**src/rtl/pas_pkg.sv**
```systemverilog
// ----------------------------------------------------------------------------
// pas_pkg
// Shared types, codes and helpers for the pneumatic actuator sequencer.
// ----------------------------------------------------------------------------
package pas_pkg;

  localparam int MAX_CUPS_DEFAULT = 8;

  localparam int CUP_W   = 3;
  localparam int LIMIT_W = 16;
  localparam int COUNT_W = 16;
  localparam int FLAGS_W = 3;
  localparam int CODE_W  = 3;
  localparam int CFG_W   = 4;
  localparam int DATA_W  = 32;
  localparam int ADDR_W  = 3;

  // Cups that a cup index can name.
  localparam int CUP_SLOTS = 2 ** CUP_W;

  localparam logic [CFG_W-1:0] INSTALLED_RESET = 4'd1;

  // Register index, taken from the word address.
  localparam logic [0:0] REG_CUP_COUNT = 1'b0;

  // Error flag bits.
  localparam int FLAG_SWITCH      = 0;
  localparam int FLAG_INS_TIMEOUT = 1;
  localparam int FLAG_WDR_TIMEOUT = 2;

  // Reported state codes.
  localparam logic [CODE_W-1:0] CODE_BOOTED      = 3'd0;
  localparam logic [CODE_W-1:0] CODE_EXTRACTED   = 3'd1;
  localparam logic [CODE_W-1:0] CODE_INSERTING   = 3'd2;
  localparam logic [CODE_W-1:0] CODE_INSERTED    = 3'd3;
  localparam logic [CODE_W-1:0] CODE_WITHDRAWING = 3'd4;
  localparam logic [CODE_W-1:0] CODE_ERROR       = 3'd5;

  typedef enum logic [5:0] {
    ST_BOOTED      = 6'b000001,
    ST_EXTRACTED   = 6'b000010,
    ST_INSERTING   = 6'b000100,
    ST_INSERTED    = 6'b001000,
    ST_WITHDRAWING = 6'b010000,
    ST_ERROR       = 6'b100000
  } cup_state_t;

  typedef struct packed {
    logic [CUP_W-1:0]   cup_index;
    logic               request_insert;
    logic               switch_closed;
    logic [LIMIT_W-1:0] insert_limit;
    logic [LIMIT_W-1:0] withdraw_limit;
  } in_item_t;

  typedef struct packed {
    logic               actuator_drive;
    logic               command_pulse;
    logic [FLAGS_W-1:0] error_flags;
    logic [CODE_W-1:0]  cup_state_now;
  } out_item_t;

  function automatic logic [CODE_W-1:0] state_code(input cup_state_t st);
    logic [CODE_W-1:0] code;
    unique case (st)
      ST_BOOTED:      code = CODE_BOOTED;
      ST_EXTRACTED:   code = CODE_EXTRACTED;
      ST_INSERTING:   code = CODE_INSERTING;
      ST_INSERTED:    code = CODE_INSERTED;
      ST_WITHDRAWING: code = CODE_WITHDRAWING;
      default:        code = CODE_ERROR;
    endcase
    return code;
  endfunction

endpackage

```
**src/rtl/pas_if.sv**
```systemverilog
// ----------------------------------------------------------------------------
// pas_if
// Valid/ready channels for cup ticks and for sequencer results.
// ----------------------------------------------------------------------------
interface pas_in_if;
  logic                        valid;
  logic                        ready;
  logic [pas_pkg::CUP_W-1:0]   cup_index;
  logic                        request_insert;
  logic                        switch_closed;
  logic [pas_pkg::LIMIT_W-1:0] insert_limit;
  logic [pas_pkg::LIMIT_W-1:0] withdraw_limit;

  modport source (output valid, cup_index, request_insert, switch_closed,
                  insert_limit, withdraw_limit, input ready);
  modport sink   (input valid, cup_index, request_insert, switch_closed,
                  insert_limit, withdraw_limit, output ready);
endinterface

interface pas_out_if;
  logic                        valid;
  logic                        ready;
  logic                        actuator_drive;
  logic                        command_pulse;
  logic [pas_pkg::FLAGS_W-1:0] error_flags;
  logic [pas_pkg::CODE_W-1:0]  cup_state_now;

  modport source (output valid, actuator_drive, command_pulse, error_flags,
                  cup_state_now, input ready);
  modport sink   (input valid, actuator_drive, command_pulse, error_flags,
                  cup_state_now, output ready);
endinterface

```
**src/rtl/pneumatic_actuator_sequencer_core.sv**
```systemverilog
// ----------------------------------------------------------------------------
// pneumatic_actuator_sequencer_core
// Per-cup insert/withdraw sequencer with end-switch checks and move timeouts.
// ----------------------------------------------------------------------------
//  channel   | dir | handshake          | carries
//  ----------+-----+--------------------+------------------------------------
//  in_ch     | in  | valid/ready        | cup index, request, switch, limits
//  out_ch    | out | valid/ready        | drive, pulse, error flags, state
//  apb       | in  | psel/penable/pready| cup_count at byte address 0
//
//  One transaction per cycle sustained while out_ch is ready; each tick passes
//  through the input register, then the result register.
//  The cup state and counter file is updated as a tick leaves the input
//  register, so the next tick for the same cup sees the new state directly.
//  rst is synchronous: all cups return to booted with zero counts and
//  cup_count returns to 1.
//  A stall on out_ch holds the result register and backs up through the
//  input register; in_ch.ready drops only when both registers are full.
// ----------------------------------------------------------------------------
module pneumatic_actuator_sequencer_core #(
  parameter int MAX_CUPS = pas_pkg::MAX_CUPS_DEFAULT
) (
  input  logic                       clk,
  input  logic                       rst,
  pas_in_if.sink                     in_ch,
  pas_out_if.source                  out_ch,
  input  logic                       psel,
  input  logic                       penable,
  input  logic                       pwrite,
  input  logic [pas_pkg::ADDR_W-1:0] paddr,
  input  logic [pas_pkg::DATA_W-1:0] pwdata,
  output logic [pas_pkg::DATA_W-1:0] prdata,
  output logic                       pready
);

  logic [pas_pkg::CFG_W-1:0] cup_count;

  // Input register.
  logic                s1_valid;
  pas_pkg::in_item_t   s1_item;
  logic                s1_adv;

  // Result register.
  logic                out_valid;
  pas_pkg::out_item_t  out_item;
  pas_pkg::out_item_t  step_result;

  pas_cfg u_cfg (
    .clk       (clk),
    .rst       (rst),
    .psel      (psel),
    .penable   (penable),
    .pwrite    (pwrite),
    .paddr     (paddr),
    .pwdata    (pwdata),
    .prdata    (prdata),
    .pready    (pready),
    .cup_count (cup_count)
  );

  // Advance the input register whenever the result register can take it.
  assign s1_adv      = s1_valid && (!out_valid || out_ch.ready);
  assign in_ch.ready = !s1_valid || s1_adv;

  always_ff @(posedge clk) begin
    if (rst) begin
      s1_valid <= 1'b0;
    end else if (in_ch.ready) begin
      s1_valid <= in_ch.valid;
    end
  end

  always_ff @(posedge clk) begin
    if (in_ch.valid && in_ch.ready) begin
      s1_item.cup_index      <= in_ch.cup_index;
      s1_item.request_insert <= in_ch.request_insert;
      s1_item.switch_closed  <= in_ch.switch_closed;
      s1_item.insert_limit   <= in_ch.insert_limit;
      s1_item.withdraw_limit <= in_ch.withdraw_limit;
    end
  end

  pas_cup #(
    .MAX_CUPS (MAX_CUPS)
  ) u_cup (
    .clk       (clk),
    .rst       (rst),
    .step_en   (s1_adv),
    .item      (s1_item),
    .cup_count (cup_count),
    .result    (step_result)
  );

  // Hold the result until the sink takes it; load a fresh one on advance.
  always_ff @(posedge clk) begin
    if (rst) begin
      out_valid <= 1'b0;
    end else if (s1_adv) begin
      out_valid <= 1'b1;
    end else if (out_ch.ready) begin
      out_valid <= 1'b0;
    end
  end

  always_ff @(posedge clk) begin
    if (s1_adv) begin
      out_item <= step_result;
    end
  end

  assign out_ch.valid          = out_valid;
  assign out_ch.actuator_drive = out_item.actuator_drive;
  assign out_ch.command_pulse  = out_item.command_pulse;
  assign out_ch.error_flags    = out_item.error_flags;
  assign out_ch.cup_state_now  = out_item.cup_state_now;

`ifndef NO_ASSERTIONS
  // A command pulse only starts a move.
  a_pulse_starts_move: assert property (@(posedge clk) disable iff (rst)
    out_valid && out_item.command_pulse |->
      (out_item.cup_state_now == pas_pkg::CODE_INSERTING) ||
      (out_item.cup_state_now == pas_pkg::CODE_WITHDRAWING))
    else $error("command pulse without a move start");

  // Drive is zero whenever there is no pulse.
  a_drive_needs_pulse: assert property (@(posedge clk) disable iff (rst)
    out_valid && !out_item.command_pulse |-> !out_item.actuator_drive)
    else $error("actuator drive set without a pulse");

  // An insert timeout is only reported while inserting.
  a_ins_timeout_state: assert property (@(posedge clk) disable iff (rst)
    out_valid && out_item.error_flags[pas_pkg::FLAG_INS_TIMEOUT] |->
      (out_item.cup_state_now == pas_pkg::CODE_INSERTING))
    else $error("insert timeout outside of inserting");

  // A tick stalled in the input register stays there.
  a_s1_holds: assert property (@(posedge clk) disable iff (rst)
    s1_valid && !s1_adv |=> s1_valid && $stable(s1_item))
    else $error("stalled tick lost from input register");
`endif

endmodule

```
**src/rtl/pas_cfg.sv**
```systemverilog
// ----------------------------------------------------------------------------
// pas_cfg
// APB register block holding the installed cup count.
// ----------------------------------------------------------------------------
module pas_cfg (
  input  logic                        clk,
  input  logic                        rst,
  input  logic                        psel,
  input  logic                        penable,
  input  logic                        pwrite,
  input  logic [pas_pkg::ADDR_W-1:0]  paddr,
  input  logic [pas_pkg::DATA_W-1:0]  pwdata,
  output logic [pas_pkg::DATA_W-1:0]  prdata,
  output logic                        pready,
  output logic [pas_pkg::CFG_W-1:0]   cup_count
);

  logic [0:0] reg_index;

  assign pready    = 1'b1;
  assign reg_index = paddr[2];

  always_ff @(posedge clk) begin
    if (rst) begin
      cup_count <= pas_pkg::INSTALLED_RESET;
    end else if (psel && penable && pwrite && pready &&
                 (reg_index == pas_pkg::REG_CUP_COUNT)) begin
      cup_count <= pwdata[pas_pkg::CFG_W-1:0];
    end
  end

  always_comb begin
    unique case (reg_index)
      pas_pkg::REG_CUP_COUNT:
        prdata = {{(pas_pkg::DATA_W-pas_pkg::CFG_W){1'b0}}, cup_count};
      default:
        prdata = '0;
    endcase
  end

endmodule

```
**src/rtl/pas_cup.sv**
```systemverilog
// ----------------------------------------------------------------------------
// pas_cup
// Per-cup state and counter file with the one-tick sequencer update.
// ----------------------------------------------------------------------------
module pas_cup #(
  parameter int MAX_CUPS = pas_pkg::MAX_CUPS_DEFAULT
) (
  input  logic                      clk,
  input  logic                      rst,
  input  logic                      step_en,
  input  pas_pkg::in_item_t         item,
  input  logic [pas_pkg::CFG_W-1:0] cup_count,
  output pas_pkg::out_item_t        result
);

  localparam int DEPTH = (MAX_CUPS < pas_pkg::CUP_SLOTS) ? MAX_CUPS : pas_pkg::CUP_SLOTS;
  localparam int IDX_W = (DEPTH > 1) ? $clog2(DEPTH) : 1;
  localparam int SLOTS = 2 ** IDX_W;

  pas_pkg::cup_state_t               st_mem  [SLOTS];
  logic [pas_pkg::COUNT_W-1:0]       cnt_mem [SLOTS];

  logic [IDX_W-1:0]                  idx;
  logic                              active;
  pas_pkg::cup_state_t               cur;
  pas_pkg::cup_state_t               nxt;
  logic [pas_pkg::COUNT_W-1:0]       cnt;
  logic [pas_pkg::COUNT_W-1:0]       cnt_inc;
  logic [pas_pkg::COUNT_W-1:0]       cnt_next;
  logic [pas_pkg::LIMIT_W-1:0]       lim;
  logic [pas_pkg::LIMIT_W-1:0]       lim_eff;
  logic                              moving;
  logic                              timeout;
  logic                              pulse;
  logic                              drive;
  logic [pas_pkg::FLAGS_W-1:0]       flags;

  assign idx = item.cup_index[IDX_W-1:0];

  // Cup zero is always in use; others need both the register and the build.
  assign active = (item.cup_index == '0) ||
                  ((32'(item.cup_index) < 32'(cup_count)) &&
                   (32'(item.cup_index) < MAX_CUPS));

  always_comb begin
    cur   = st_mem[idx];
    cnt   = cnt_mem[idx];
    nxt   = cur;
    pulse = 1'b0;
    drive = 1'b0;
    flags = '0;
    unique case (cur)
      pas_pkg::ST_BOOTED: begin
        if (item.request_insert && item.switch_closed) begin
          nxt = pas_pkg::ST_INSERTED;
        end else begin
          nxt = pas_pkg::ST_ERROR;
          flags[pas_pkg::FLAG_SWITCH] = 1'b1;
        end
      end
      pas_pkg::ST_EXTRACTED: begin
        if (item.switch_closed) begin
          nxt = pas_pkg::ST_ERROR;
          flags[pas_pkg::FLAG_SWITCH] = 1'b1;
        end else if (item.request_insert) begin
          nxt   = pas_pkg::ST_INSERTING;
          pulse = 1'b1;
          drive = 1'b1;
        end
      end
      pas_pkg::ST_INSERTING: begin
        if (item.switch_closed) begin
          nxt = pas_pkg::ST_INSERTED;
        end
      end
      pas_pkg::ST_INSERTED: begin
        if (!item.switch_closed) begin
          nxt = pas_pkg::ST_ERROR;
          flags[pas_pkg::FLAG_SWITCH] = 1'b1;
        end else if (!item.request_insert) begin
          nxt   = pas_pkg::ST_WITHDRAWING;
          pulse = 1'b1;
        end
      end
      pas_pkg::ST_WITHDRAWING: begin
        if (!item.switch_closed) begin
          nxt = pas_pkg::ST_EXTRACTED;
        end
      end
      default: begin
        flags[pas_pkg::FLAG_SWITCH] = 1'b1;
      end
    endcase

    // Run the saturating counter during a move; clear it otherwise.
    moving   = (nxt == pas_pkg::ST_INSERTING) || (nxt == pas_pkg::ST_WITHDRAWING);
    cnt_inc  = (cnt == '1) ? cnt : cnt + 1'b1;
    lim      = (nxt == pas_pkg::ST_INSERTING) ? item.insert_limit : item.withdraw_limit;
    lim_eff  = (lim == '0) ? {{(pas_pkg::LIMIT_W-1){1'b0}}, 1'b1} : lim;
    timeout  = moving && (cnt_inc > lim_eff);
    cnt_next = moving ? cnt_inc : '0;
    if (timeout) begin
      if (nxt == pas_pkg::ST_INSERTING) begin
        flags[pas_pkg::FLAG_INS_TIMEOUT] = 1'b1;
      end else begin
        flags[pas_pkg::FLAG_WDR_TIMEOUT] = 1'b1;
      end
    end

    if (active) begin
      result.actuator_drive = pulse & drive;
      result.command_pulse  = pulse;
      result.error_flags    = flags;
      result.cup_state_now  = pas_pkg::state_code(nxt);
    end else begin
      result = '0;
    end
  end

  always_ff @(posedge clk) begin
    if (rst) begin
      for (int i = 0; i < SLOTS; i++) begin
        st_mem[i]  <= pas_pkg::ST_BOOTED;
        cnt_mem[i] <= '0;
      end
    end else if (step_en && active) begin
      st_mem[idx]  <= nxt;
      cnt_mem[idx] <= cnt_next;
    end
  end

endmodule
```
**src/flat_wrapper.sv**
```systemverilog
// flat-port wrapper written by rule: the top's interface ports become plain ports
module pneumatic_actuator_sequencer_core_flat 
#(
  parameter int MAX_CUPS = pas_pkg::MAX_CUPS_DEFAULT
)
  (clk, rst, psel, penable, pwrite, paddr, pwdata, prdata, pready, in_ch_valid, in_ch_cup_index, in_ch_request_insert, in_ch_switch_closed, in_ch_insert_limit, in_ch_withdraw_limit, in_ch_ready, out_ch_valid, out_ch_actuator_drive, out_ch_command_pulse, out_ch_error_flags, out_ch_cup_state_now, out_ch_ready);
  pas_in_if in_ch_i ();
  pas_out_if out_ch_i ();
  input  logic clk;
  input  logic rst;
  input  logic psel;
  input  logic penable;
  input  logic pwrite;
  input  logic [pas_pkg::ADDR_W-1:0] paddr;
  input  logic [pas_pkg::DATA_W-1:0] pwdata;
  output logic [pas_pkg::DATA_W-1:0] prdata;
  output logic pready;
  input wire logic [$bits(in_ch_i.valid)-1:0] in_ch_valid;
  input wire logic [$bits(in_ch_i.cup_index)-1:0] in_ch_cup_index;
  input wire logic [$bits(in_ch_i.request_insert)-1:0] in_ch_request_insert;
  input wire logic [$bits(in_ch_i.switch_closed)-1:0] in_ch_switch_closed;
  input wire logic [$bits(in_ch_i.insert_limit)-1:0] in_ch_insert_limit;
  input wire logic [$bits(in_ch_i.withdraw_limit)-1:0] in_ch_withdraw_limit;
  output wire logic [$bits(in_ch_i.ready)-1:0] in_ch_ready;
  output wire logic [$bits(out_ch_i.valid)-1:0] out_ch_valid;
  output wire logic [$bits(out_ch_i.actuator_drive)-1:0] out_ch_actuator_drive;
  output wire logic [$bits(out_ch_i.command_pulse)-1:0] out_ch_command_pulse;
  output wire logic [$bits(out_ch_i.error_flags)-1:0] out_ch_error_flags;
  output wire logic [$bits(out_ch_i.cup_state_now)-1:0] out_ch_cup_state_now;
  input wire logic [$bits(out_ch_i.ready)-1:0] out_ch_ready;
  assign in_ch_i.valid = in_ch_valid;
  assign in_ch_i.cup_index = in_ch_cup_index;
  assign in_ch_i.request_insert = in_ch_request_insert;
  assign in_ch_i.switch_closed = in_ch_switch_closed;
  assign in_ch_i.insert_limit = in_ch_insert_limit;
  assign in_ch_i.withdraw_limit = in_ch_withdraw_limit;
  assign in_ch_ready = in_ch_i.ready;
  assign out_ch_valid = out_ch_i.valid;
  assign out_ch_actuator_drive = out_ch_i.actuator_drive;
  assign out_ch_command_pulse = out_ch_i.command_pulse;
  assign out_ch_error_flags = out_ch_i.error_flags;
  assign out_ch_cup_state_now = out_ch_i.cup_state_now;
  assign out_ch_i.ready = out_ch_ready;
  pneumatic_actuator_sequencer_core #(.MAX_CUPS(MAX_CUPS)) u_core (.clk(clk), .rst(rst), .in_ch(in_ch_i), .out_ch(out_ch_i), .psel(psel), .penable(penable), .pwrite(pwrite), .paddr(paddr), .pwdata(pwdata), .prdata(prdata), .pready(pready));
endmodule
```
**config.mk**
```make
export PLATFORM = sky130hd
export DESIGN_NAME = pneumatic_actuator_sequencer_core_flat
export DESIGN_NICKNAME = d
export VERILOG_FILES = /design/src/rtl/pas_pkg.sv /design/src/rtl/pas_if.sv /design/src/rtl/pneumatic_actuator_sequencer_core.sv /design/src/rtl/pas_cfg.sv /design/src/rtl/pas_cup.sv /design/src/flat_wrapper.sv
export SDC_FILE = /design/constraint.sdc
export NUM_CORES = 1
export LEC_CHECK = 0
export BUFFER_PORTS_ARGS = -buffer_cell sky130_fd_sc_hd__buf_2
export CAP_MARGIN = 0
export CORE_MARGIN = 5
export CORE_UTILIZATION = 50
export CTS_CLUSTER_DIAMETER = 80
export CTS_CLUSTER_SIZE = 8
export DETAILED_ROUTE_END_ITERATION = 8
export PLACE_DENSITY = 0.84
export SETUP_SLACK_MARGIN = 0.5
export SKIP_LAST_GASP = 1
export SLEW_MARGIN = 20
export SYNTH_ARGS = -nofsm -noshare
export SYNTH_HDL_FRONTEND = slang
export SYNTH_SLANG_ARGS = --single-unit
```
**constraint.sdc**
```tcl
create_clock -name clk -period 5.15 [get_ports clk]
set_clock_uncertainty 0.1 [all_clocks]
set_input_delay 0.515 -clock clk [delete_from_list [all_inputs] [get_ports clk]]
set_output_delay 0.515 -clock clk [all_outputs]
set_load 0.02 [all_outputs]
```
==> results by group <==
Cells and area
  – Area taken by multi-input logic gates: 4280 µm²
  – Share of cells above drive strength 1: 29.6%
  – Fillcell total: 1,556
  – Most frequent cells in the layout: edfxtp_1, nor2_1, buf_2, buf_4, mux4_2
  – Final Non-Filler Cells: 1,250
  – Layout Area Growth over Synthesis: 18.0%
  – Register area: 6830 µm²
  – Post-layout nets: 1,054
  – Commonest non-fill, non-tap cell in the layout: edfxtp_1

Worst setup path
  – Worst Setup End Kind: register
  – Critical path, cell by cell: buf_12 -> buf_12 -> mux4_2 -> mux2_4 -> nor2_4 -> nand4_1 -> a21oi_4 -> buf_12 -> mux2i_1 -> ha_1 -> nand3_1 -> o221a_2 -> o21ai_1 -> a21o_1 -> a221o_1 -> a21o_1 -> a21o_1 -> and3_1
  – Crit path buffers/inverters: 3
  – CP Data Required Time: 5.30 ns
  – Worst path slowest cell: mux4_2
  – Setup crit start kind: register
  – Crit Path Class: register to register
  – Critical Path Fanout Max: 10
  – Family with the most delay on the worst path: compound AO/OA/AOI/OAI gates
  – Worst Path Arrival: 4.75 ns
  – CP max stage delay: 0.50 ns
  – Reg2reg setup slack: 0.55 ns

Routing
  – Post-route antenna net violation count: 0
  – Met2 routed WL: 13,600 µm
  – Top layer in use: met4
  – DRT Wirelength: 27,600 µm
  – Drt wl/cell: 22.1 µm
  – Met3 routed WL: 2970 µm
  – Routed via count: 7,517
  – DR pass1 iterations: 5
  – DRT iter0 DRCs: 939
  – DRT met1 WL: 9980 µm
  – DR DRC count: 0
  – DR vias/cell: 6.01

Clock tree
  – TritonCTS clock tree: yes
  – Clock Tree Buf Depth: 3
  – Clock Sink Count: 230
  – CTS clk-pin slew, worst paths: 0.05 ns
  – TritonCTS buffer count: 34
  – H-tree Lvls: 2
  – Root buffer cell: clkbuf_16
  – Clock Latency Late Sink: 0.50 ns

Power
  – Clock power share: 41.7%
  – Worst VDD drop: 0.000263 V
  – Switching share of power: 24.0%
  – P_int: 3.66 mW
  – Power per Cell Area: 359 nW/µm²
  – Lkg Pwr: 5.05 nW
  – Logic gate share of total power: 13.3%
  – Sequential share of power: 44.9%
  – Switching Power: 1.16 mW

Synth
  – Yosys warns: 0
  – Largest area contributor in the netlist: edfxtp_1
  – Post-synthesis cell area: 11,400 µm²
  – Area contributors post-synth: edfxtp_1, mux4_2, nor2_1, mux2i_1, buf_4
  – Post-synth EDFFs: 221
  – Syn_area_per_cell: 13.5 µm²
  – Post-synthesis async set-or-reset flop share: 0%
  – #FFs+latches synth: 230
  – Yosys cell types: 67
  – Post-synth top area share: 58.4%
  – Post-Synthesis Cells: 839
  – Post-synthesis sequential area ratio: 60.0%
  – Top FF cell, synth: edfxtp_1

STA
  – Final number of hold-violating endpoints: 0
  – Worst-margin pin slew: 1.03 ns
  – Slew Viols, Final: 0
  – Tmin final: 4.60 ns
  – Hold WS: 0.0914 ns
  – RSZ-0062 raised after global routing: false
  – Final setup violation count: 0
  – Tcrit/Tclk final: 89.4%
  – Setup TNS: 0 ns
  – Relative slew slack: 31.0%
  – Fmax: 217 MHz

Place
  – PortBufs: 62
  – Final RePlAce weighted congestion: 0.859
  – DP HPWL: 16,300 µm
  – Post-Place Cells: 1,177

Run
  – Max Cap Violations: 0

Floorplanning
  – # IOs: 122
  – Core area: 22,500 µm²
  – Cell Rows: 55
  – Die Footprint: 25,800 µm²
  – Starting Density: 50.5%
  – Horiz. Die Dim: 161 µm
  – Die Y: 161 µm

Global routing
  – Number of global-route vias before repair: 7,650
  – Grt ovf: 0
  – Global Route Usage Sum: 20.2%
  – Largest net degree at the start of global routing: 36
  – First-pass GRT wire length: 40,800 µm
  – Initial antenna violation count: 0

Min path
  – Hold Crit Class: input pin to register

Outcome
  – Outcome: completed
final timing paths:
path | end | cells past startpoint | start
max | u_core.out_ch.error_flags[2] | 18 | register
min | u_core.s1_item[0] | 1 | in_ch_withdraw_limit[0]
max reg2reg | u_core.out_ch.error_flags[2] | 18 | register
min reg2reg | u_core.u_cfg.cup_count[1] | 2 | u_core.u_cfg.cup_count[1]
sequential cells by signal, summed over array words and instances (netlist names), named ones only:
signal / cells
u_core.s1_item: 37
u_core.out_ch.actuator_drive: 1
u_core.s1_valid: 1
u_core.u_cfg.cup_count: 4
u_core.out_ch.command_pulse: 1
u_core.u_cup.st_mem: 48
u_core.out_ch.cup_state_now: 3
u_core.u_cup.cnt_mem: 128
u_core.out_ch.valid: 1
u_core.out_ch.error_flags: 3
synthesized netlist by cell type, types with 6 or more instances:
| library cell | count |
|---|---|
| inv_1 | 26 |
| nand4_1 | 6 |
| buf_6 | 11 |
| nor4_1 | 6 |
| o21ai_0 | 7 |
| mux2_2 | 15 |
| mux4_2 | 41 |
| buf_2 | 13 |
| edfxtp_1 | 221 |
| a21oi_1 | 14 |
| ha_1 | 19 |
| nor2_1 | 185 |
| buf_4 | 33 |
| nand2_1 | 29 |
| a21o_1 | 11 |
| nor2b_1 | 9 |
| nand2b_1 | 17 |
| clkbuf_1 | 6 |
| nand3_1 | 24 |
| mux2i_1 | 42 |
| nor3_1 | 8 |
| dfxtp_1 | 9 |
final cells by class:
type	count	area share [%]
Clock buffer	43	7.08
Multi-Input combinational cell	544	32.0
Tap cell	285	2.66
Antenna cell	1	0.0187
Clock inverter	1	0.0280
Inverter	26	0.728
Timing Repair Buffer	120	6.57
Sequential cell	230	50.9
worst reg2reg max path: stages (launching register included):
cell     delay, ns
dfxtp_4       0.35
buf_12        0.13
buf_12        0.13
mux4_2        0.50
mux2_4        0.35
nor2_4        0.17
nand4_1       0.21
a21oi_4       0.24
buf_12        0.17
mux2i_1       0.29
ha_1          0.30
nand3_1       0.13
o221a_2       0.20
o21ai_1       0.07
a21o_1        0.18
a221o_1       0.34
a21o_1        0.16
a21o_1        0.18
and3_1        0.17
metrics by stage:
| stage | setup slack (ns) | instance area (µm²) | power, mW | utilization, % |
|---|---|---|---|---|
| global placement | 0.332 | 12000 | 2.73 | 53.1 |
| CTS | 0.506 | 13000 | 4.73 | 57.7 |
| global route | 0.388 | 13400 | 4.95 | 59.5 |
| finish | 0.547 | 13400 | 4.81 | 59.5 |
| detailed placement | 0.285 | 12000 | 2.74 | 53.1 |
| floorplan | 0.199 | 11500 | 2.60 | - |
cells by family after synthesis:
group                      Yosys count  synth area share [%]
adders and majority gates           19                  2.09
buffers and inverters               92                  5.15
muxes                              100                  13.6
xor gates and xnor gates             6                 0.793
DFF                                230                  60.0
other                                2                0.0661
and+or+nand+nor                    324                  13.9
AOI/OAI and AO/OA                   66                  4.39
power by group through the flow:
stage,combinational [mW],clock [mW],sequential (mW)
floorplan,0.420,0,2.18
global placement,0.533,0,2.19
detailed placement,0.545,0,2.20
CTS,0.564,2.01,2.16
global route,0.681,2.11,2.17
finish,0.642,2.01,2.16
routing by layer:
metal  track usage, %  vias to the layer above
met5                0                        -
met4             8.69                        0
met3             5.00                       92
met2             34.2                      512
met1             24.9                     3639
li1                 -                     3274
what timing repair did:
item                                    4_1_cts  5_1_grt
hold buffers                                  0        0
pin swaps                                     4        9
resized for setup                            14       30
endpoints found under the setup margin        2        2
buffers inserted                              4       21
gates cloned                                  0        3
No activity file was read; power rests on OpenSTA's default activity.
